==> src/rtl/lts_pkg.sv <==
// Shared types, constants and register indexes for the landing tracker supervisor.
package lts_pkg;

  localparam int CENTRE_TICKS_NEEDED = 30;
  localparam int VISION_TICKS_LIMIT  = 30;
  localparam int GAIN_FRACTION_BITS  = 14;

  localparam int PROD_W = 34;

  localparam logic [15:0] CLIMB_RATE = 16'd200;
  localparam logic [5:0]  TICK_MAX   = 6'd63;

  localparam logic [1:0] MODE_TRACK  = 2'd0;
  localparam logic [1:0] MODE_DISARM = 2'd1;
  localparam logic [1:0] MODE_SEARCH = 2'd2;

  localparam logic [1:0] KIND_MOVE   = 2'd0;
  localparam logic [1:0] KIND_CLIMB  = 2'd1;
  localparam logic [1:0] KIND_DISARM = 2'd2;

  localparam logic [3:0] REG_GAIN_XY         = 4'd0;
  localparam logic [3:0] REG_GAIN_Z          = 4'd1;
  localparam logic [3:0] REG_VEL_LIMIT_XY    = 4'd2;
  localparam logic [3:0] REG_VEL_LIMIT_Z     = 4'd3;
  localparam logic [3:0] REG_DEAD_BAND       = 4'd4;
  localparam logic [3:0] REG_LAND_RADIUS     = 4'd5;
  localparam logic [3:0] REG_LAND_HEIGHT_MAX = 4'd6;
  localparam logic [3:0] REG_HOVER_HEIGHT    = 4'd7;

  typedef struct packed {
    logic signed [15:0] rel_x;
    logic signed [15:0] rel_y;
    logic signed [15:0] rel_z;
    logic               target_seen;
  } lts_in_t;

  typedef struct packed {
    logic        [1:0]  command_kind;
    logic signed [15:0] vel_x;
    logic signed [15:0] vel_y;
    logic signed [15:0] vel_z;
    logic        [15:0] seq_number;
    logic        [1:0]  next_mode;
  } lts_out_t;

  typedef struct packed {
    logic        [15:0] gain_xy;
    logic        [15:0] gain_z;
    logic        [14:0] vel_limit_xy;
    logic        [14:0] vel_limit_z;
    logic        [14:0] dead_band;
    logic        [14:0] land_radius;
    logic signed [15:0] land_height_max;
    logic signed [15:0] hover_height;
  } lts_cfg_t;

  typedef struct packed {
    logic [1:0]  kind;
    logic [15:0] seq;
    logic [1:0]  next_mode;
  } lts_ctl_t;

endpackage

==> src/rtl/lts_supervisor.sv <==
// Mode sequencer: track, search and disarm, with tick counters and sequence number.
module lts_supervisor (
  input  logic               clk,
  input  logic               rst_n,
  input  logic               adv,
  input  logic signed [15:0] rel_x,
  input  logic signed [15:0] rel_y,
  input  logic signed [15:0] rel_z,
  input  logic               target_seen,
  input  logic        [14:0] land_radius,
  input  logic signed [15:0] land_height_max,
  output lts_pkg::lts_ctl_t  ctl
);

  logic [1:0]  mode_r,    mode_nxt;
  logic [5:0]  centred_r, centred_nxt;
  logic [5:0]  vision_r,  vision_nxt;
  logic [15:0] seq_r,     seq_nxt;

  logic signed [31:0] sq_x;
  logic signed [31:0] sq_y;
  logic [32:0]        dist_sq;
  logic [29:0]        rad_sq;
  logic               in_radius;
  logic               low;
  logic [5:0]         vision_bump;

  assign sq_x      = rel_x * rel_x;
  assign sq_y      = rel_y * rel_y;
  assign dist_sq   = {1'b0, $unsigned(sq_x)} + {1'b0, $unsigned(sq_y)};
  assign rad_sq    = land_radius * land_radius;
  assign in_radius = dist_sq < 33'(rad_sq);
  assign low       = rel_z <= land_height_max;

  always_comb begin
    mode_nxt    = mode_r;
    centred_nxt = centred_r;
    vision_nxt  = vision_r;
    seq_nxt     = seq_r;
    vision_bump = (vision_r < lts_pkg::TICK_MAX) ? vision_r + 6'd1 : lts_pkg::TICK_MAX;
    ctl.kind      = lts_pkg::KIND_DISARM;
    ctl.seq       = seq_r - 16'd1;
    ctl.next_mode = lts_pkg::MODE_DISARM;
    case (mode_r)
      lts_pkg::MODE_TRACK: begin
        ctl.kind = lts_pkg::KIND_MOVE;
        ctl.seq  = seq_r;
        seq_nxt  = seq_r + 16'd1;
        if (in_radius && target_seen) begin
          centred_nxt = (centred_r < lts_pkg::TICK_MAX) ? centred_r + 6'd1
                                                        : lts_pkg::TICK_MAX;
        end else begin
          centred_nxt = '0;
        end
        if (in_radius && low && centred_nxt > 6'(lts_pkg::CENTRE_TICKS_NEEDED)) begin
          mode_nxt = lts_pkg::MODE_DISARM;
        end else begin
          mode_nxt = lts_pkg::MODE_TRACK;
        end
        vision_nxt = target_seen ? 6'd0 : vision_bump;
        if (vision_nxt > 6'(lts_pkg::VISION_TICKS_LIMIT)) begin
          vision_nxt = '0;
          mode_nxt   = lts_pkg::MODE_SEARCH;
        end
        ctl.next_mode = mode_nxt;
      end
      lts_pkg::MODE_SEARCH: begin
        ctl.kind   = lts_pkg::KIND_CLIMB;
        ctl.seq    = seq_r;
        seq_nxt    = seq_r + 16'd1;
        vision_nxt = target_seen ? vision_bump : 6'd0;
        if (vision_nxt > 6'(lts_pkg::VISION_TICKS_LIMIT)) begin
          vision_nxt = '0;
          mode_nxt   = lts_pkg::MODE_TRACK;
        end
        ctl.next_mode = mode_nxt;
      end
      default: begin
        // disarm holds until reset
        mode_nxt = lts_pkg::MODE_DISARM;
      end
    endcase
  end

  always_ff @(posedge clk) begin
    if (!rst_n) begin
      mode_r    <= lts_pkg::MODE_TRACK;
      centred_r <= '0;
      vision_r  <= '0;
      seq_r     <= 16'd1;
    end else if (adv) begin
      mode_r    <= mode_nxt;
      centred_r <= centred_nxt;
      vision_r  <= vision_nxt;
      seq_r     <= seq_nxt;
    end
  end

  a_disarm_sticks: assert property (@(posedge clk) disable iff (!rst_n)
    mode_r == lts_pkg::MODE_DISARM |=> mode_r == lts_pkg::MODE_DISARM)
    else $error("disarm mode left without reset");

  a_seq_idle: assert property (@(posedge clk) disable iff (!rst_n)
    !adv |=> $stable(seq_r) && $stable(mode_r) && $stable(vision_r))
    else $error("state moved without a transfer");

  a_disarm_no_seq: assert property (@(posedge clk) disable iff (!rst_n)
    adv && mode_r == lts_pkg::MODE_DISARM |=> $stable(seq_r))
    else $error("disarm consumed a sequence number");

  a_search_climb: assert property (@(posedge clk) disable iff (!rst_n)
    adv && mode_r == lts_pkg::MODE_SEARCH |-> ctl.kind == lts_pkg::KIND_CLIMB && ctl.seq == seq_r)
    else $error("search tick issued wrong command");

endmodule

==> config.mk <==
export PLATFORM = sky130hd
export DESIGN_NAME = lts_supervisor
export DESIGN_NICKNAME = d
export VERILOG_FILES = /design/src/rtl/lts_pkg.sv /design/src/rtl/lts_supervisor.sv
export SDC_FILE = /design/constraint.sdc
export NUM_CORES = 2
export LEC_CHECK = 0
export ABC_AREA = 1
export CAP_MARGIN = 20
export CORE_ASPECT_RATIO = 1.75
export CORE_MARGIN = 2
export CORE_UTILIZATION = 60
export DETAILED_ROUTE_END_ITERATION = 10
export DONT_BUFFER_PORTS = 1
export GPL_TIMING_DRIVEN = 1
export HOLD_SLACK_MARGIN = 0.02
export PLACE_DENSITY = 0.74
export SLEW_MARGIN = 30
export SYNTH_ARGS = -nofsm -noshare
export SYNTH_HDL_FRONTEND = slang
export SYNTH_SLANG_ARGS = --single-unit
export TNS_END_PERCENT = 20
==> constraint.sdc <==
create_clock -name clk -period 12.1 [get_ports clk]
set_input_delay 1.21 -clock clk [delete_from_list [all_inputs] [get_ports clk]]
set_output_delay 1.21 -clock clk [all_outputs]
set_load 0.01 [all_outputs]
## Word-level counts from Yosys, hierarchy flattened

Index checks and enable logic that the tools add are counted.

| storage, ports and cells | value |
|---|---|
| flip-flop bits (word level) | 30 |
| input port bits | 83 |
| output and inout port bits | 20 |
| logic and storage cells | 43 |

| cells by class | value |
|---|---|
| add/sub/neg operators | 5 |
| $mul | 3 |
| magnitude comparators | 7 |
| equality and inequality tests | 1 |
| mux-type cells | 14 |
| reduce and logical (&&, ||, !) cells | 9 |

Operators by type and width:

| cell | number |
|---|---|
| $mul A16 B16 Y32 | 2 |
| $mux W6 | 8 |
| $pmux W20 S2 | 1 |
| $add A32 B32 Y33 | 1 |
| $lt A33 B30 Y1 | 1 |
| $mul A15 B15 Y30 | 1 |
| $gt A6 B5 Y1 const B | 3 |
| $add A16 B1 Y16 const B | 1 |
| $le A16 B16 Y1 | 1 |
| $sub A16 B1 Y16 const B | 1 |
| $add A6 B1 Y6 const B | 2 |
| $lt A6 B6 Y1 const B | 2 |
| $pmux W6 S2 | 1 |
| $reduce_and A2 Y1 | 3 |
| $mux W2 | 2 |
| $pmux W2 S2 | 1 |
| $logic_and A1 B1 Y1 | 3 |
| $eq A2 B2 Y1 const B | 1 |
| $logic_not A2 Y1 | 1 |
| $reduce_bool A2 Y1 | 1 |
| $reduce_or A2 Y1 | 1 |
| $mux W1 | 1 |

## Longest topological paths before layout

| logic depth | value |
|---|---|
| word-level depth | 11 |
| depth in mapped cells | 48 |
| depth with buffers taken out | 47 |

## Least setup slack after synthesis

Ideal clock, no wire load.

| timing path | value |
|---|---|
| path type | input to output |
| start point | input rel_y[1] |
| end point | output ctl[0] (netlist bit) |
| arrival | 8,906 ps |
| required time | 10,890 ps |
| path slack | 1,984 ps |
| stages | 40 |
| buffers on the path | 2 |
| path through | clkbuf_1 -> clkbuf_1 -> nand2_1 -> fa_1 -> inv_1 -> fa_1 -> inv_1 -> fa_1 -> inv_1 -> fa_1 -> inv_1 -> fa_1 -> inv_1 -> fa_1 -> ha_1 -> a21oi_1 -> inv_1 -> a31oi_1 -> [... 4 more ...] -> nor2_1 -> nand2_1 -> o21ai_0 -> a31oi_1 -> xnor2_1 -> ha_1 -> a211o_1 -> nor2_1 -> nand2_1 -> a21oi_1 -> o21ai_1 -> nor2_2 -> nand3_2 -> nor2_4 -> nand2_2 -> nand2_1 -> nand2_2 -> o21ai_2 |

RTL lines:

| element | line | RTL |
|---|---|---|
| start: declaration | lts_supervisor.sv:7 | `input logic signed [15:0] rel_y,` |
| end: declaration | lts_supervisor.sv:12 | `output lts_pkg::lts_ctl_t ctl` |

==> results.cfg <==
[critical_path]
r2r-start = mode_r[0]
r2r_slack_ns = 9.80
reg2reg_depth = 12
rr_endpoint = seq_r[15]
crit_path_end_kind = output pin
path_max_fanout = 18
cp.required_ns = 10.89
critPathArrivalTime_ns = 9.29
max_stage_delay_ns = 0.59
cpMaxStageDelayCell = fa_1
startpoint_type = input pin
critPathKind = in -> out

[cells_and_area]
nets = 4623
final_common_cell = inv_1
drive_gt1_frac = 0.01953
n_fill_cell = 4324
multiInputGateArea_mm2 = 0.02374
stdcell_area_mm2 = 0.02961
final_cell_mix = inv_1 (1159), nand2_1 (620), fa_1 (613)
num_antenna_cells = 0
seq_area_um2 = 600.6
synthToLayoutAreaGrowth_pct = 1.951

[route]
drt_wl_total_um = 66010
drtIter0Drc = 982
dr.pass1.iters = 6
wl_per_cell_um = 15.80
vias_per_cell = 5.298
final_antenna_net_count = 0
post-route-drc-count = 0
dr_total_vias = 22136

[timing]
fin_tns_setup_ns = 0
period_needed_ns = 10.50
setup_viol = 0
rsz0062_at_grt = false
skew_ns = 0.005667
whs_ns = 0.4919
finalMaxSlewViolations = 0
setup_slack_ns = 1.601
fin_crit_sh = 0.8677
tightestPinTransition_ns = 0.7197
final_hold_viol_count = 0
max_freq_ghz = 0.09525
max_slew_margin = 0.5184

[global_routing]
busiest_layer = met2
grt_pass1_vias = 24655
grt_use_met3 = 0.02169
grt_pass1_wl_um = 111100
antenna_found_initial = 0
met1_usage = 0.2627
grt_max_degree = 22
met2_usage = 0.5725
overflow = 0
track_usage = 0.2779

[floorplan]
rows = 106
die_x_um = 170.3
io_pins = 103
dieArea_mm2 = 0.05026
fp.dieH_um = 295.1
fp.coreArea_mm2 = 0.04775
initial_core_util = 0.6084

[clock_tree]
numCtsBuffers = 5
clockBufferDepth = 2
cts-root-buf = clkbuf_16
cts-resized-gates = 0
cts.sinks = 30
clkTransAtPathRegs_ns = 0.05
postCtsSetupRepairBufs = 0
cts_tree = yes
clkLatencyLatePin_ns = 0.28
htree_levels = 2
cts_hold_buf = 0

[yosys]
synthMuxAreaShare = 0
synth_top_family_by_area = adder cells
yosys.area_share.simple = 0.1332
synth-warning-count = 0
async_flop_share = 0
synth-compound-area-share = 0.06461
synth_xor_area_frac = 0.04885
synthAdderAreaFrac = 0.5707
synthCells = 3660
synthesis.nets = 4700
synth_seq_cells = 30
synth_flop_cell = dfxtp_1
synth-seq-area-share = 0.02068
ys_types = 54
syn_area_mm2 = 0.02905
synth.avg_cell_area_um2 = 7.936
synth_edf_count = 0

[job]
drv_cap = 0

[min_path]
hold_depth = 2
hold_end = centred_r[1]
hp-start = centred_r[1]
min_path_type = reg -> reg

[placement]
place_ws_ns = 1.597
hpwl_um = 58260
dpl-instance-area_mm2 = 0.02947
routabilityCongestion = 0.9174
io_buffers = 0

[outcome]
outcome = complete, no violations
## how the worst max path moves through the flow
stage,slack (ns),start,end
finish,1.60,rel_x[8],ctl[0]
floorplan,1.98,rel_y[1],ctl[0]
CTS,1.58,rel_x[8],ctl[0]
detailed placement,1.60,rel_x[8],ctl[0]
global placement,1.70,rel_x[1],ctl[0]
global route,0.96,rel_x[1],ctl[0]
## cell families after synthesis
family / after synthesis
AO/OA/AOI/OAI: 323
flip-flops: 30
adder cells (fa/ha/maj): 957
AND/OR/NAND/NOR: 937
XOR/XNOR: 162
buffers and inverters: 1251
## synthesized netlist by cell type, types with 2 or more instances
| cell type | n | area [um2] |
|---|---|---|
| a211oi_1 | 2 | 15.01 |
| a21o_1 | 10 | 75.07 |
| a21oi_1 | 162 | 810.8 |
| a21oi_2 | 9 | 78.83 |
| a221oi_1 | 3 | 26.28 |
| a31o_2 | 4 | 35.03 |
| a31oi_1 | 16 | 100.1 |
| buf_1 | 3 | 11.26 |
| clkbuf_1 | 79 | 296.5 |
| clkinv_1 | 2 | 7.510 |
| dfxtp_1 | 30 | 600.6 |
| fa_1 | 613 | 12270 |
| ha_1 | 344 | 4304 |
| inv_1 | 1159 | 4350 |
| inv_2 | 6 | 22.52 |
| nand2_1 | 620 | 2327 |
| nand2_2 | 8 | 50.05 |
| nand3_1 | 58 | 290.3 |
| nand3_2 | 2 | 20.02 |
| nand3b_1 | 6 | 45.04 |
| nand4_1 | 18 | 112.6 |
| nor2_1 | 160 | 600.6 |
| nor2_2 | 4 | 25.02 |
| nor3_1 | 36 | 180.2 |
| nor3_2 | 3 | 30.03 |
| nor4_1 | 4 | 25.02 |
| o2111ai_1 | 3 | 26.28 |
| o211ai_1 | 4 | 30.03 |
| o21a_1 | 7 | 52.55 |
| o21ai_0 | 59 | 295.3 |
| o21ai_1 | 12 | 60.06 |
| o21ai_2 | 9 | 78.83 |
| o21bai_1 | 9 | 67.56 |
| o221ai_1 | 3 | 26.28 |
| o31ai_1 | 2 | 15.01 |
| o32ai_1 | 3 | 26.28 |
| or2_2 | 11 | 68.82 |
| xnor2_1 | 73 | 639.4 |
| xor2_1 | 89 | 779.5 |
## sequential cells by signal, indices dropped and copies added, names as in the netlist
register / cells
centred_r: 6
seq_r: 16
mode_r: 2
vision_r: 6
## layout make-up
type                    count  area share
clock buffers               7    0.004817
clock inverters             1   0.0001690
inverters                1167      0.1479
multi-input cells        2379      0.8017
flip-flops and latches     30     0.02028
well taps                 594     0.02510
## metal layers
metal / wire [um] / vias up
met4: 4300 / 0
met2: 38720 / 432
li1: - / 10516
met3: 1681 / 224
met1: 21300 / 10964
met5: 0 / -
## through the flow
step,std cells,util
after floorplan,3660,-
after global placement,4170,0.6171
after detailed placement,4170,0.6171
after CTS,4178,0.6202
after global routing,4178,0.6202
final,4178,0.6202
## critical path: cells and delay by family
family          cells  cell delay (ns)
buf+inv             6             0.34
fa+ha+maj           9             4.01
compound gates     12             2.09
xor+xnor            2             0.27
simple gates       12             1.34
Power is not shown: default switching activity piles up to over one toggle a cycle in this logic, so the estimate is an artifact.
