File: src/rtl/lts_pkg.sv
// Shared types, constants and register indexes for the landing tracker supervisor.
package lts_pkg;

  localparam int CENTRE_TICKS_NEEDED = 30;
  localparam int VISION_TICKS_LIMIT  = 30;
  localparam int GAIN_FRACTION_BITS  = 14;

  localparam int PROD_W = 34;

  localparam logic [15:0] CLIMB_RATE = 16'd200;
  localparam logic [5:0]  TICK_MAX   = 6'd63;

  localparam logic [1:0] MODE_TRACK  = 2'd0;
  localparam logic [1:0] MODE_DISARM = 2'd1;
  localparam logic [1:0] MODE_SEARCH = 2'd2;

  localparam logic [1:0] KIND_MOVE   = 2'd0;
  localparam logic [1:0] KIND_CLIMB  = 2'd1;
  localparam logic [1:0] KIND_DISARM = 2'd2;

  localparam logic [3:0] REG_GAIN_XY         = 4'd0;
  localparam logic [3:0] REG_GAIN_Z          = 4'd1;
  localparam logic [3:0] REG_VEL_LIMIT_XY    = 4'd2;
  localparam logic [3:0] REG_VEL_LIMIT_Z     = 4'd3;
  localparam logic [3:0] REG_DEAD_BAND       = 4'd4;
  localparam logic [3:0] REG_LAND_RADIUS     = 4'd5;
  localparam logic [3:0] REG_LAND_HEIGHT_MAX = 4'd6;
  localparam logic [3:0] REG_HOVER_HEIGHT    = 4'd7;

  typedef struct packed {
    logic signed [15:0] rel_x;
    logic signed [15:0] rel_y;
    logic signed [15:0] rel_z;
    logic               target_seen;
  } lts_in_t;

  typedef struct packed {
    logic        [1:0]  command_kind;
    logic signed [15:0] vel_x;
    logic signed [15:0] vel_y;
    logic signed [15:0] vel_z;
    logic        [15:0] seq_number;
    logic        [1:0]  next_mode;
  } lts_out_t;

  typedef struct packed {
    logic        [15:0] gain_xy;
    logic        [15:0] gain_z;
    logic        [14:0] vel_limit_xy;
    logic        [14:0] vel_limit_z;
    logic        [14:0] dead_band;
    logic        [14:0] land_radius;
    logic signed [15:0] land_height_max;
    logic signed [15:0] hover_height;
  } lts_cfg_t;

  typedef struct packed {
    logic [1:0]  kind;
    logic [15:0] seq;
    logic [1:0]  next_mode;
  } lts_ctl_t;

endpackage

File: src/rtl/lts_cfg_regs.sv
// Configuration register file with reset defaults.
module lts_cfg_regs (
  input  logic              clk,
  input  logic              rst_n,
  input  logic              cfg_valid,
  output logic              cfg_ready,
  input  logic [3:0]        cfg_index,
  input  logic [15:0]       cfg_data,
  output lts_pkg::lts_cfg_t cfg
);

  lts_pkg::lts_cfg_t cfg_r;
  lts_pkg::lts_cfg_t cfg_nxt;

  assign cfg_ready = 1'b1;
  assign cfg       = cfg_r;

  always_comb begin
    cfg_nxt = cfg_r;
    if (cfg_valid) begin
      case (cfg_index)
        lts_pkg::REG_GAIN_XY:         cfg_nxt.gain_xy         = cfg_data;
        lts_pkg::REG_GAIN_Z:          cfg_nxt.gain_z          = cfg_data;
        lts_pkg::REG_VEL_LIMIT_XY:    cfg_nxt.vel_limit_xy    = cfg_data[14:0];
        lts_pkg::REG_VEL_LIMIT_Z:     cfg_nxt.vel_limit_z     = cfg_data[14:0];
        lts_pkg::REG_DEAD_BAND:       cfg_nxt.dead_band       = cfg_data[14:0];
        lts_pkg::REG_LAND_RADIUS:     cfg_nxt.land_radius     = cfg_data[14:0];
        lts_pkg::REG_LAND_HEIGHT_MAX: cfg_nxt.land_height_max = $signed(cfg_data);
        lts_pkg::REG_HOVER_HEIGHT:    cfg_nxt.hover_height    = $signed(cfg_data);
        default: ;
      endcase
    end
  end

  always_ff @(posedge clk) begin
    if (!rst_n) begin
      cfg_r.gain_xy         <= 16'd4915;
      cfg_r.gain_z          <= 16'd4915;
      cfg_r.vel_limit_xy    <= 15'd1000;
      cfg_r.vel_limit_z     <= 15'd1000;
      cfg_r.dead_band       <= 15'd20;
      cfg_r.land_radius     <= 15'd200;
      cfg_r.land_height_max <= 16'sd300;
      cfg_r.hover_height    <= 16'sd300;
    end else begin
      cfg_r <= cfg_nxt;
    end
  end

endmodule

File: config.mk
export PLATFORM = sky130hd
export DESIGN_NAME = lts_cfg_regs
export DESIGN_NICKNAME = d
export VERILOG_FILES = /design/src/rtl/lts_pkg.sv /design/src/rtl/lts_cfg_regs.sv
export SDC_FILE = /design/constraint.sdc
export NUM_CORES = 1
export LEC_CHECK = 0
export ABC_AREA = 1
export BUFFER_PORTS_ARGS = -buffer_cell sky130_fd_sc_hd__buf_2
export CORE_MARGIN = 8
export CORE_UTILIZATION = 35
export DETAILED_ROUTE_END_ITERATION = 10
export GPL_ROUTABILITY_DRIVEN = 0
export PLACE_DENSITY = 0.62
export SLEW_MARGIN = 20
export SYNTH_ARGS = -nofsm -noshare
export SYNTH_HDL_FRONTEND = slang
export SYNTH_SLANG_ARGS = --single-unit
File: constraint.sdc
create_clock -name clk -period 1.4 [get_ports clk]
set_clock_uncertainty 0.05 [all_clocks]
set_input_delay 0.28 -clock clk [delete_from_list [all_inputs] [get_ports clk]]
set_output_delay 0.28 -clock clk [all_outputs]
set_load 0.01 [all_outputs]
# == Word-level counts from Yosys, hierarchy flattened ==
# Cells that the tools add are included.
# classes
n_eq_ne,7
n_reduce_logical,9
# op_table
op,n
$eq A4 B3 Y1 const B,4
$reduce_and A2 Y1,8
$eq A4 B2 Y1 const B,2
$eq A4 B1 Y1 const B,1
$logic_not A4 Y1,1
# word_totals
reg_bits,124
in_bits,23
out_inout_bits,125
word_cells,24

# == Longest topological paths before layout ==
# Gate-level depths: netlist of run 1.
# depth
ltp_word,2
ltp_mapped,8
depth_no_buf,6

# == Least setup slack after synthesis of run 1 ==
# Ideal clock, no wire load.
# synth_timing
kind,input to register
startpoint,input port cfg_valid
endpoint,"register cfg_r, in the netlist cfg[41]"
setup_time_ps,113
arrival_ps,1065
required_time_ps,1237
setup_slack_ps,172
cell_stages,7
n_path_buf,2
cell_sequence,buf_4 -> nand3_4 -> nor2_4 -> buf_2 -> nand2_1 -> nand2_1 -> nor2_1
# synth_between
elab_chain_len,1
# synth_rtl
item,line_no,source
"start, declared",lts_cfg_regs.sv:5,"input logic cfg_valid,"
$reduce_and A2 Y1 (no line),-,
"end signal, assigned",lts_cfg_regs.sv:46,cfg_r <= cfg_nxt;
"end, declared",lts_cfg_regs.sv:12,lts_pkg::lts_cfg_t cfg_r;
# No other way between the ends.
# A chain may end at the register's enable or synchronous reset.

# == Worst setup path in the final report of run 1 ==
# layout_timing
startpoint,"register cfg_r, in the netlist cfg[101]"
endpoint,output port cfg[101] (netlist bit)
# layout_rtl
item,line_no,source
"end, declared",lts_cfg_regs.sv:9,output lts_pkg::lts_cfg_t cfg
# No word-level cell between the ends.

==> reports/qor.yml, run 1 <==
yosys:
  synth_nets: 706
  synthArstFlopShare: 0
  synth_edf_count: 0
  synth_xor_area_frac: 0
  ys_seq_elements: 124
  syn-instance-count: 683
  synth_cell_types: 19
  synth.area.mux_share: 0
  synthAdderAreaFrac: 0
  synth_area_mm2: 0.004812
  synth_top_family_by_area: "simple AND/OR/NAND/NOR gates"
  ys_seq_area_frac: 0.5159
  synth_compound_area_frac: 0
  yosys_warnings: 0
  yosys.area_share.simple: 0.4108
  ys.flop_type: "dfxtp_1"
  syn_avg_cell_area_um2: 7.046
floorplanning:
  placeableCoreArea_mm2: 0.01367
  rows: 43
  dieWidth_um: 133.3
  dieArea_mm2: 0.01776
  initial_core_util: 0.3521
  die_h_um: 133.3
  ioPinCount: 148
clock_network:
  cts_buffers: 17
  path_clk_slew_ns: 0.05
  clk_latency_ns: 0.41
  cts_sinks: 124
  cts_tree: "yes"
  postCtsSetupBuffers: 0
  root_buffer: "clkbuf_16"
  holdBufCountCts: 0
  htreeDepth: 4
  cts_buffer_depth: 2
  cts_resized: 0
layout:
  largest_reg_flops: 124
  drive_gt1_frac: 0.2500
  area_growth_pct: 33.67
  fillers: 1448
  fin_nets: 863
  antenna_cells: 0
critical_path:
  worstSetupStartpointType: "flip-flop"
  crit_chain: "buf_2"
  crit_type: "reg2out"
  crit_fanout: 2
  path_buf_inv: 1
  cp_num_cells: 1
  arrival_ns: 0.92
  cp.required_ns: 1.07
  cp_slowest_cell: "dfxtp_1"
  path_delay_family: "flip-flops"
  cp-end-kind: "output port"
  ff2ff_path_depth: 4
  crit_path_max_incr_delay_ns: 0.37
power_and_ir_drop:
  leakagePower_nw: 3.317
  power_mw: 8.299
  combPwrFrac: 0.074
  p_seq_frac: 0.440
  power.internal_mw: 6.373
  swShare: 0.2321
  ir_drop_mv: 0.6457
  p_switching_mw: 1.926
  clkPwrFrac: 0.485
  power.density_mw_per_mm2: 1290
timing:
  finalHoldViolations: 0
  drv_slew: 0
  holdWs_ns: 0.07011
  rsz0062_at_grt: "false"
  min_period_over_period: 0.8946
  setup_viol: 0
  worst_slack_ns: 0.1475
  max_freq_mhz: 798.4
  period_needed_ns: 1.252
hold_path:
  min_path_type: "in2reg"
  holdPathStages: 3
grt:
  top_usage_layer: "met2"
  grt_usage: 0.1698
  grt-ovfl-total: 0
  grt_max_degree: 46
  antenna_found_initial: 1
  grt_pass1_vias: 4347
  met2_usage: 0.2608
  use_met3: 0.06815
  globalRouteMet1Util: 0.2114
  grt_pass1_wl_mm: 23.58
drt:
  avgViaCountPerCell: 4.397
  drcViolationCount: 0
  drt-total-wl_mm: 14.95
  vias: 4538
  wl_per_cell_um: 14.48
  drt_pass1_iterations: 4
  drt-initial-drc-count: 342
  ant_nets: 0
place:
  dp_slack_ns: -0.03240
  io_buffers: 146
  dp_hpwl_mm: 10.83
run_status:
  status: "complete, no violations"
flow_run:
  cap_viol_max_count: 0
[cells by family (layout without fill, tap and decap cells)]
logic type / Yosys count / after routing
other: 1 / 1
flip-flops: 124 / 124
AND/OR/NAND/NOR: 482 / 482
buffers and inverters: 76 / 245
[synth_stat cells, types with 2 or more instances]
| cell type | n | area share |
|---|---|---|
| buf_2 | 12 | 0.012 |
| dfxtp_1 | 124 | 0.52 |
| nand4_1 | 9 | 0.012 |
| clkbuf_1 | 5 | 0.0039 |
| buf_4 | 9 | 0.014 |
| buf_6 | 2 | 0.0047 |
| nand2_1 | 239 | 0.19 |
| nor2_1 | 173 | 0.13 |
| nor2_4 | 6 | 0.014 |
| nand3_1 | 49 | 0.051 |
| inv_1 | 41 | 0.032 |
| nand3_2 | 2 | 0.0042 |
| buf_1 | 6 | 0.0047 |
[cells in the final DEF (no fill, tap or decap)]
master	count
buf_4	18
clkbuf_16	17
bufinv_16	1
nor2_1	173
inv_1	41
buf_12	9
conb_1	1
inv_2	1
nor2_2	1
buf_2	145
nand3_2	2
nand4_1	9
nand2_4	1
clkinv_2	6
nand2_1	239
nor2_4	6
nand3_1	49
nand2_2	1
clkbuf_1	3
clkinvlp_4	1
dfxtp_1	124
clkbuf_8	3
nand3_4	1
[final cells by class]
cell class                 count  area [um2]  area share
clock inverter                 8       67.56     0.01050
tap                          180       225.2     0.03501
clock buffer                  23       478.0     0.07430
sequential                   124        2482      0.3859
multi-input combinational    483        1981      0.3079
timing repair buffer         172        1041      0.1618
inverter                      42       157.7     0.02451
[final timing paths]
check,startpoint,slack [ns],end
max reg2reg,cfg[119]$_SDFFE_PN0P_,0.71,cfg[119]$_SDFFE_PN0P_
min,cfg_data[15],0.07,cfg[123]$_SDFFE_PN0P_
max,cfg[101]$_SDFFE_PN1P_,0.15,cfg[101]
min reg2reg,cfg[51]$_SDFFE_PN1P_,0.40,cfg[51]$_SDFFE_PN1P_
[power groups by stage]
| stage | Sequential (mW) | Combinational (mW) | Clock [mW] |
|---|---|---|---|
| detailed placement | 3.73 | 0.626 | 0 |
| global route | 3.66 | 0.691 | 4.28 |
| floorplan | 3.76 | 0.301 | 0 |
| finish | 3.65 | 0.617 | 4.03 |
| CTS | 3.65 | 0.627 | 4.11 |
| global placement | 3.73 | 0.624 | 0 |
[worst reg2reg max path, cell delays in order, from the launching register on]
cell and delay (ns):
dfxtp_1 0.34, inv_1 0.04, nand2_1 0.05, nand2_1 0.04, nor2_1 0.10
[per-stage QoR]
stage | utilization | TNS [ns] | instances | area, um2
2_1_floorplan | - | 0 | 683 | 4812
3_3_place_gp | 0.4308 | -0.08854 | 1001 | 5887
5_1_grt | 0.4707 | 0 | 1032 | 6432
4_1_cts | 0.4707 | 0 | 1032 | 6432
3_5_place_dp | 0.4308 | -0.4341 | 1001 | 5887
6_report | 0.4707 | 0 | 1032 | 6432
[metal layers]
metal / share of wire / vias up / wire (um)
met5: 0.00087 / - / 13
met4: 0.0096 / 2 / 144
met3: 0.081 / 13 / 1204
met2: 0.46 / 122 / 6842
met1: 0.45 / 2019 / 6740
li1: - / 2382 / -
Note: power is estimated with default switching activity, not from simulation.
==> inputs of run 2 (changes only) <==
- CORE_UTILIZATION: 35 -> 30
- PLACE_DENSITY: 0.62 -> 0.56
==> run 2 against run 1 <==
Compared with the run above:
- sequential cell count unchanged
- non-clock buffer count decreased by 1
- highest routed layer unchanged
- maximum frequency fell by 0.25%
- largest power group unchanged
- first-iteration DRC count fell by 33%
==> reports/qor.yml, run 2 (synthesized netlist as in run 1, its figures left out) <==
floorplanning:
  ioPinCount: 148  # unchanged
  rows: 46  # +7.0%
  dieArea_mm2: 0.02035  # +15%
  initial_core_util: 0.3051  # -0.04699
  dieWidth_um: 142.7  # +7.1%
  placeableCoreArea_mm2: 0.01577  # +15%
  die_h_um: 142.7  # +7.1%
drt:
  avgViaCountPerCell: 4.231  # -3.8%
  ant_nets: 0  # unchanged
  drt-initial-drc-count: 230  # -33%
  vias: 4519  # -0.42%
  wl_per_cell_um: 14.80  # +2.2%
  drt_pass1_iterations: 4  # unchanged
  drt-total-wl_mm: 15.81  # +5.8%
  drcViolationCount: 0  # unchanged
grt:
  top_usage_layer: "met2"
  antenna_found_initial: 1  # unchanged
  grt_usage: 0.1584  # -0.01139
  grt_pass1_wl_mm: 24.36  # +3.3%
  globalRouteMet1Util: 0.1952  # -0.01619
  grt_pass1_vias: 4395  # +1.1%
  met2_usage: 0.2457  # -0.01508
  use_met3: 0.06578  # -0.002371
  grt_max_degree: 33  # -28%
  grt-ovfl-total: 0  # unchanged
timing:
  setup_viol: 0  # unchanged
  worst_slack_ns: 0.1444  # -0.003143 ns
  holdWs_ns: 0.07742  # +0.007311 ns
  min_period_over_period: 0.8969  # +0.002245
  period_needed_ns: 1.256  # +0.003143 ns
  setup_tns_ns: 0  # unchanged
  drv_slew: 0  # unchanged
  max_freq_mhz: 796.4  # -0.25%
  rsz0062_at_grt: "false"
  finalHoldViolations: 0  # unchanged
place:
  dp_slack_ns: -0.03694  # -0.004547 ns
  dp.cells: 1036  # +3.5%
  dp_hpwl_mm: 11.36  # +4.9%
  io_buffers: 146  # unchanged
layout:
  mostFrequentLayoutCells: "nand2_1, nor2_1, buf_2, dfxtp_1, nand3_1"
  area_growth_pct: 36.48
  instances_no_fill: 1068  # +3.5%
  fin_nets: 862  # -0.12%
  largest_reg_flops: 124  # unchanged
  ff_latch_area_mm2: 0.002482  # unchanged
  fillers: 1742  # +20%
  fin_util: 0.4165  # -0.05425
  antenna_cells: 0  # unchanged
  drive_gt1_frac: 0.2500  # unchanged
  layout_commonest_cell: "nand2_1"
  multiInputGateArea_mm2: 0.001981  # unchanged
clock_network:
  htreeDepth: 4  # unchanged
  postCtsSetupBuffers: 0  # unchanged
  cts_tree: "yes"
  cts_sinks: 124  # unchanged
  cts_buffers: 17  # unchanged
  holdBufCountCts: 0  # unchanged
  root_buffer: "clkbuf_16"
  cts_resized: 0  # unchanged
  path_clk_slew_ns: 0.05  # about the same
  cts_buffer_depth: 2  # unchanged
  clk_latency_ns: 0.41  # about the same
critical_path:
  cp_slowest_cell: "dfxtp_1"
  arrival_ns: 0.93  # about the same
  worstSetupStartpointType: "flip-flop"
  cp.required_ns: 1.07  # about the same
  crit_chain: "buf_2"
  path_delay_family: "flip-flops"
  cp-end-kind: "output port"
  crit_fanout: 2  # unchanged
  path_buf_inv: 1  # unchanged
  crit_path_max_incr_delay_ns: 0.36  # about the same
  crit_type: "reg2out"
power_and_ir_drop:
  leakagePower_nw: 3.346  # +0.88%
  ir_drop_mv: 0.8761  # +36%
  power.density_mw_per_mm2: 1354  # +4.9%
run_status:
  status: "complete, no violations"
flow_run:
  cap_viol_max_count: 0  # unchanged
hold_path:
  min_path_type: "in2reg"
run 2: cell count changes in the layout (fill, tap and decap cells not counted), sizes merged:
cell / change
bufinv: +3
buf: -1
clkinvlp: +1
clkbuf: -2
clkinv: -1
run 2: per-stage QoR:
| stage | instance area [um2] | power, mW |
|---|---|---|
| finish | 6568 | 8.890 |
| global route | 6568 | 9.276 |
| CTS | 6568 | 9.016 |
| detailed placement | 5949 | 4.370 |
| global placement | 5949 | 4.366 |
| floorplan | 4812 | 4.060 |
run 2: worst min-delay path, delay by kind of cell:
kind                   cells  cell delay [ns]
buffers and inverters      1             0.09
AND/OR/NAND/NOR            2             0.13
run 2: cell type report:
type / count / share of cell area
timing repair buffer: 171 / 0.1612
clock inverter: 11 / 0.02553
tap: 216 / 0.04115
inverter: 42 / 0.02400
sequential: 124 / 0.3780
multi-input combinational: 483 / 0.3016
clock buffer: 21 / 0.06858
run 2: worst paths after layout:
kind	startpoint	end	slack, ns	cells past startpoint
min reg2reg	cfg[24]$_SDFFE_PN1P_	cfg[24]$_SDFFE_PN1P_	0.40	2
min	cfg_data[15]	cfg[123]$_SDFFE_PN0P_	0.08	3
max reg2reg	cfg[76]$_SDFFE_PN0P_	cfg[76]$_SDFFE_PN0P_	0.73	4
max	cfg[95]$_SDFFE_PN0P_	cfg[95]	0.14	1
run 2: routing by layer:
metal / vias to the layer above / share of wire
li1: 2377 / -
met1: 2005 / 0.45
met2: 119 / 0.45
met3: 16 / 0.083
met4: 2 / 0.010
met5: - / 0.00082
run 2: power by group:
part	total [mW]	switching [mW]	internal (mW)
sequential	3.65	0.0403	3.61
clock	4.61	1.59	3.02
combinational	0.635	0.413	0.222
total	8.89	2.04	6.85
==> inputs of run 3 (changes only) <==
- ABC_CLOCK_PERIOD_IN_PS: default -> 1400
- CORE_UTILIZATION: 30 -> 40
- CTS_BUF_LIST: default -> sky130_fd_sc_hd__clkbuf_16
- PLACE_DENSITY: 0.56 -> 0.7
==> run 3 against run 2 <==
Compared with the run above:
- cell count fell by 6.6%
- die area fell by 22%
- non-clock buffer count fell by 2
- via count fell by 0.42%
- clock power fell by 7.4%
- global-route usage rose by 2.3 points
- worst hold slack improved by 0.0014 ns
- critical path type unchanged
- largest cell class unchanged
==> reports/qor.yml, run 3 (synthesized netlist as in run 1, its figures left out) <==
clock_network:
  holdBufCountCts: 0  # unchanged
  clk_latency_ns: 0.40  # about the same
  postCtsSetupBuffers: 0  # unchanged
  htreeDepth: 4  # unchanged
  cts_resized: 0  # unchanged
  cts_buffers: 17  # unchanged
  root_buffer: "clkbuf_16"
  path_clk_slew_ns: 0.05  # about the same
  cts_buffer_depth: 2  # unchanged
  cts_tree: "yes"
  cts_sinks: 124  # unchanged
grt:
  grt_usage: 0.1811  # +0.02267
  met2_usage: 0.2835  # +0.03779
  antenna_found_initial: 1  # unchanged
  use_met3: 0.07046  # +0.004688
  grt_pass1_vias: 4250  # -3.3%
  grt_pass1_wl_mm: 22.56  # -7.4%
  globalRouteMet1Util: 0.2207  # +0.02555
  top_usage_layer: "met2"
  grt-ovfl-total: 0  # unchanged
  grt_max_degree: 41  # +24%
critical_path:
  cp.required_ns: 1.07  # about the same
  r2r-end: "cfg[62]$_SDFFE_PN0P_"
  arrival_ns: 0.92  # about the same
  cp_num_cells: 1  # unchanged
  crit_end: "cfg[52]"
  cp_slowest_cell: "dfxtp_1"
  path_delay_family: "flip-flops"
  ff2ff_path_depth: 4  # unchanged
  worstSetupStartpointType: "flip-flop"
  worstSetupStartpoint: "cfg[52]$_SDFFE_PN0P_"
  reg2reg_setup_slack_ns: 0.70  # -0.03 ns
  crit_fanout: 2  # unchanged
  cp-end-kind: "output port"
  regToRegStartpoint: "cfg[62]$_SDFFE_PN0P_"
  path_buf_inv: 1  # unchanged
  crit_path_max_incr_delay_ns: 0.36  # about the same
  crit_type: "reg2out"
  crit_chain: "buf_2"
drt:
  drt-total-wl_mm: 14.21  # -10%
  avgViaCountPerCell: 4.514  # +6.7%
  drt-initial-drc-count: 306  # +33%
  drt_pass1_iterations: 6  # +2
  vias: 4500  # -0.42%
  wl_per_cell_um: 14.25  # -3.7%
  ant_nets: 0  # unchanged
  drcViolationCount: 0  # unchanged
layout:
  design_area_mm2: 0.006430  # -2.1%
  antenna_cells: 0  # unchanged
  fin_nets: 860  # -0.23%
  layout_commonest_cell: "nand2_1"
  area_growth_pct: 33.62
  fillers: 1231  # -29%
  mostFrequentLayoutCells: "nand2_1, nor2_1, buf_2, dfxtp_1, nand3_1"
  largest_reg_flops: 124  # unchanged
  drive_gt1_frac: 0.2471  # -0.002941
timing:
  finalHoldViolations: 0  # unchanged
  drv_slew: 0  # unchanged
  min_period_over_period: 0.8925  # -0.004391
  max_freq_mhz: 800.4  # +0.49%
  rsz0062_at_grt: "false"
  setup_viol: 0  # unchanged
  period_needed_ns: 1.249  # -0.006148 ns
  setup_tns_ns: 0  # unchanged
floorplanning:
  initial_core_util: 0.4057  # +0.1006
  dieArea_mm2: 0.01580  # -22%
  placeableCoreArea_mm2: 0.01186  # -25%
  ioPinCount: 148  # unchanged
  rows: 40  # -13%
  die_h_um: 125.7  # -12%
  dieWidth_um: 125.7  # -12%
flow_run:
  cap_viol_max_count: 0  # unchanged
power_and_ir_drop:
  leakagePower_nw: 3.317  # -0.85%
  power.density_mw_per_mm2: 1328  # -1.9%
  ir_drop_mv: 0.8894  # +1.5%
run_status:
  status: "complete, no violations"
place:
  io_buffers: 146  # unchanged
  dpl_cell_area_mm2: 0.005848  # -1.7%
  dp_hpwl_mm: 10.31  # -9.2%
hold_path:
  min_path_type: "in2reg"
==> run 3: cell count changes in the layout (fill, tap and decap cells not counted), sizes merged <==
| cell | previous run | this run |
|---|---|---|
| clkbuf | 21 | 17 |
| clkinv | 5 | 8 |
| buf | 171 | 169 |
| bufinv | 4 | 3 |
| clkinvlp | 2 | 3 |
| inv | 42 | 43 |
==> run 3: worst min path at each step <==
stage	startpoint	end	slack (ns)	cells after the start
2_1_floorplan	cfg_data[8]	cfg[100]$_SDFFE_PN1P_	0.34	2
3_3_place_gp	cfg[19]$_SDFFE_PN1P_	cfg[19]$_SDFFE_PN1P_	0.38	2
3_5_place_dp	cfg[19]$_SDFFE_PN1P_	cfg[19]$_SDFFE_PN1P_	0.39	2
4_1_cts	cfg_data[15]	cfg[123]$_SDFFE_PN0P_	0.07	3
5_1_grt	cfg_data[14]	cfg[122]$_SDFFE_PN0P_	0.09	3
6_report	cfg_data[15]	cfg[123]$_SDFFE_PN0P_	0.08	3
==> run 3: metal layers <==
layer  share of wire  vias to the layer above
met5         0.00056                        -
met4          0.0099                        2
met3           0.074                       10
met2            0.45                      129
met1            0.46                     1991
li1                -                     2368
==> run 3: area by class of cell <==
type	instances	area [um2]	area share
Clock inverter	15	156.4	0.02432
Multi-Input combinational cell	483	1981	0.3080
Timing Repair Buffer	169	1044	0.1623
Sequential cell	124	2482	0.3861
Clock buffer	17	425.4	0.06616
Tap cell	147	183.9	0.02860
Inverter	42	157.7	0.02452
==> run 3: where the power goes <==
| part | switching (mW) | internal (mW) |
|---|---|---|
| Clock | 1.51 | 2.76 |
| Combinational | 0.396 | 0.219 |
| Sequential | 0.0422 | 3.61 |
| Total | 1.95 | 6.59 |
==> run 3: metrics by stage <==
stage | utilization | hold slack [ns] | instances | setup slack, ns | total power, mW
finish | 0.5421 | 0.07881 | 997 | 0.1505 | 8.536
detailed placement | 0.4930 | 0.3903 | 965 | 0.02276 | 4.349
global placement | 0.4930 | 0.3847 | 965 | 0.04666 | 4.346
CTS | 0.5421 | 0.06742 | 997 | 0.1209 | 8.646
global route | 0.5421 | 0.08621 | 997 | 0.1127 | 8.874
floorplan | - | 0.3432 | 683 | 0.1717 | 4.060
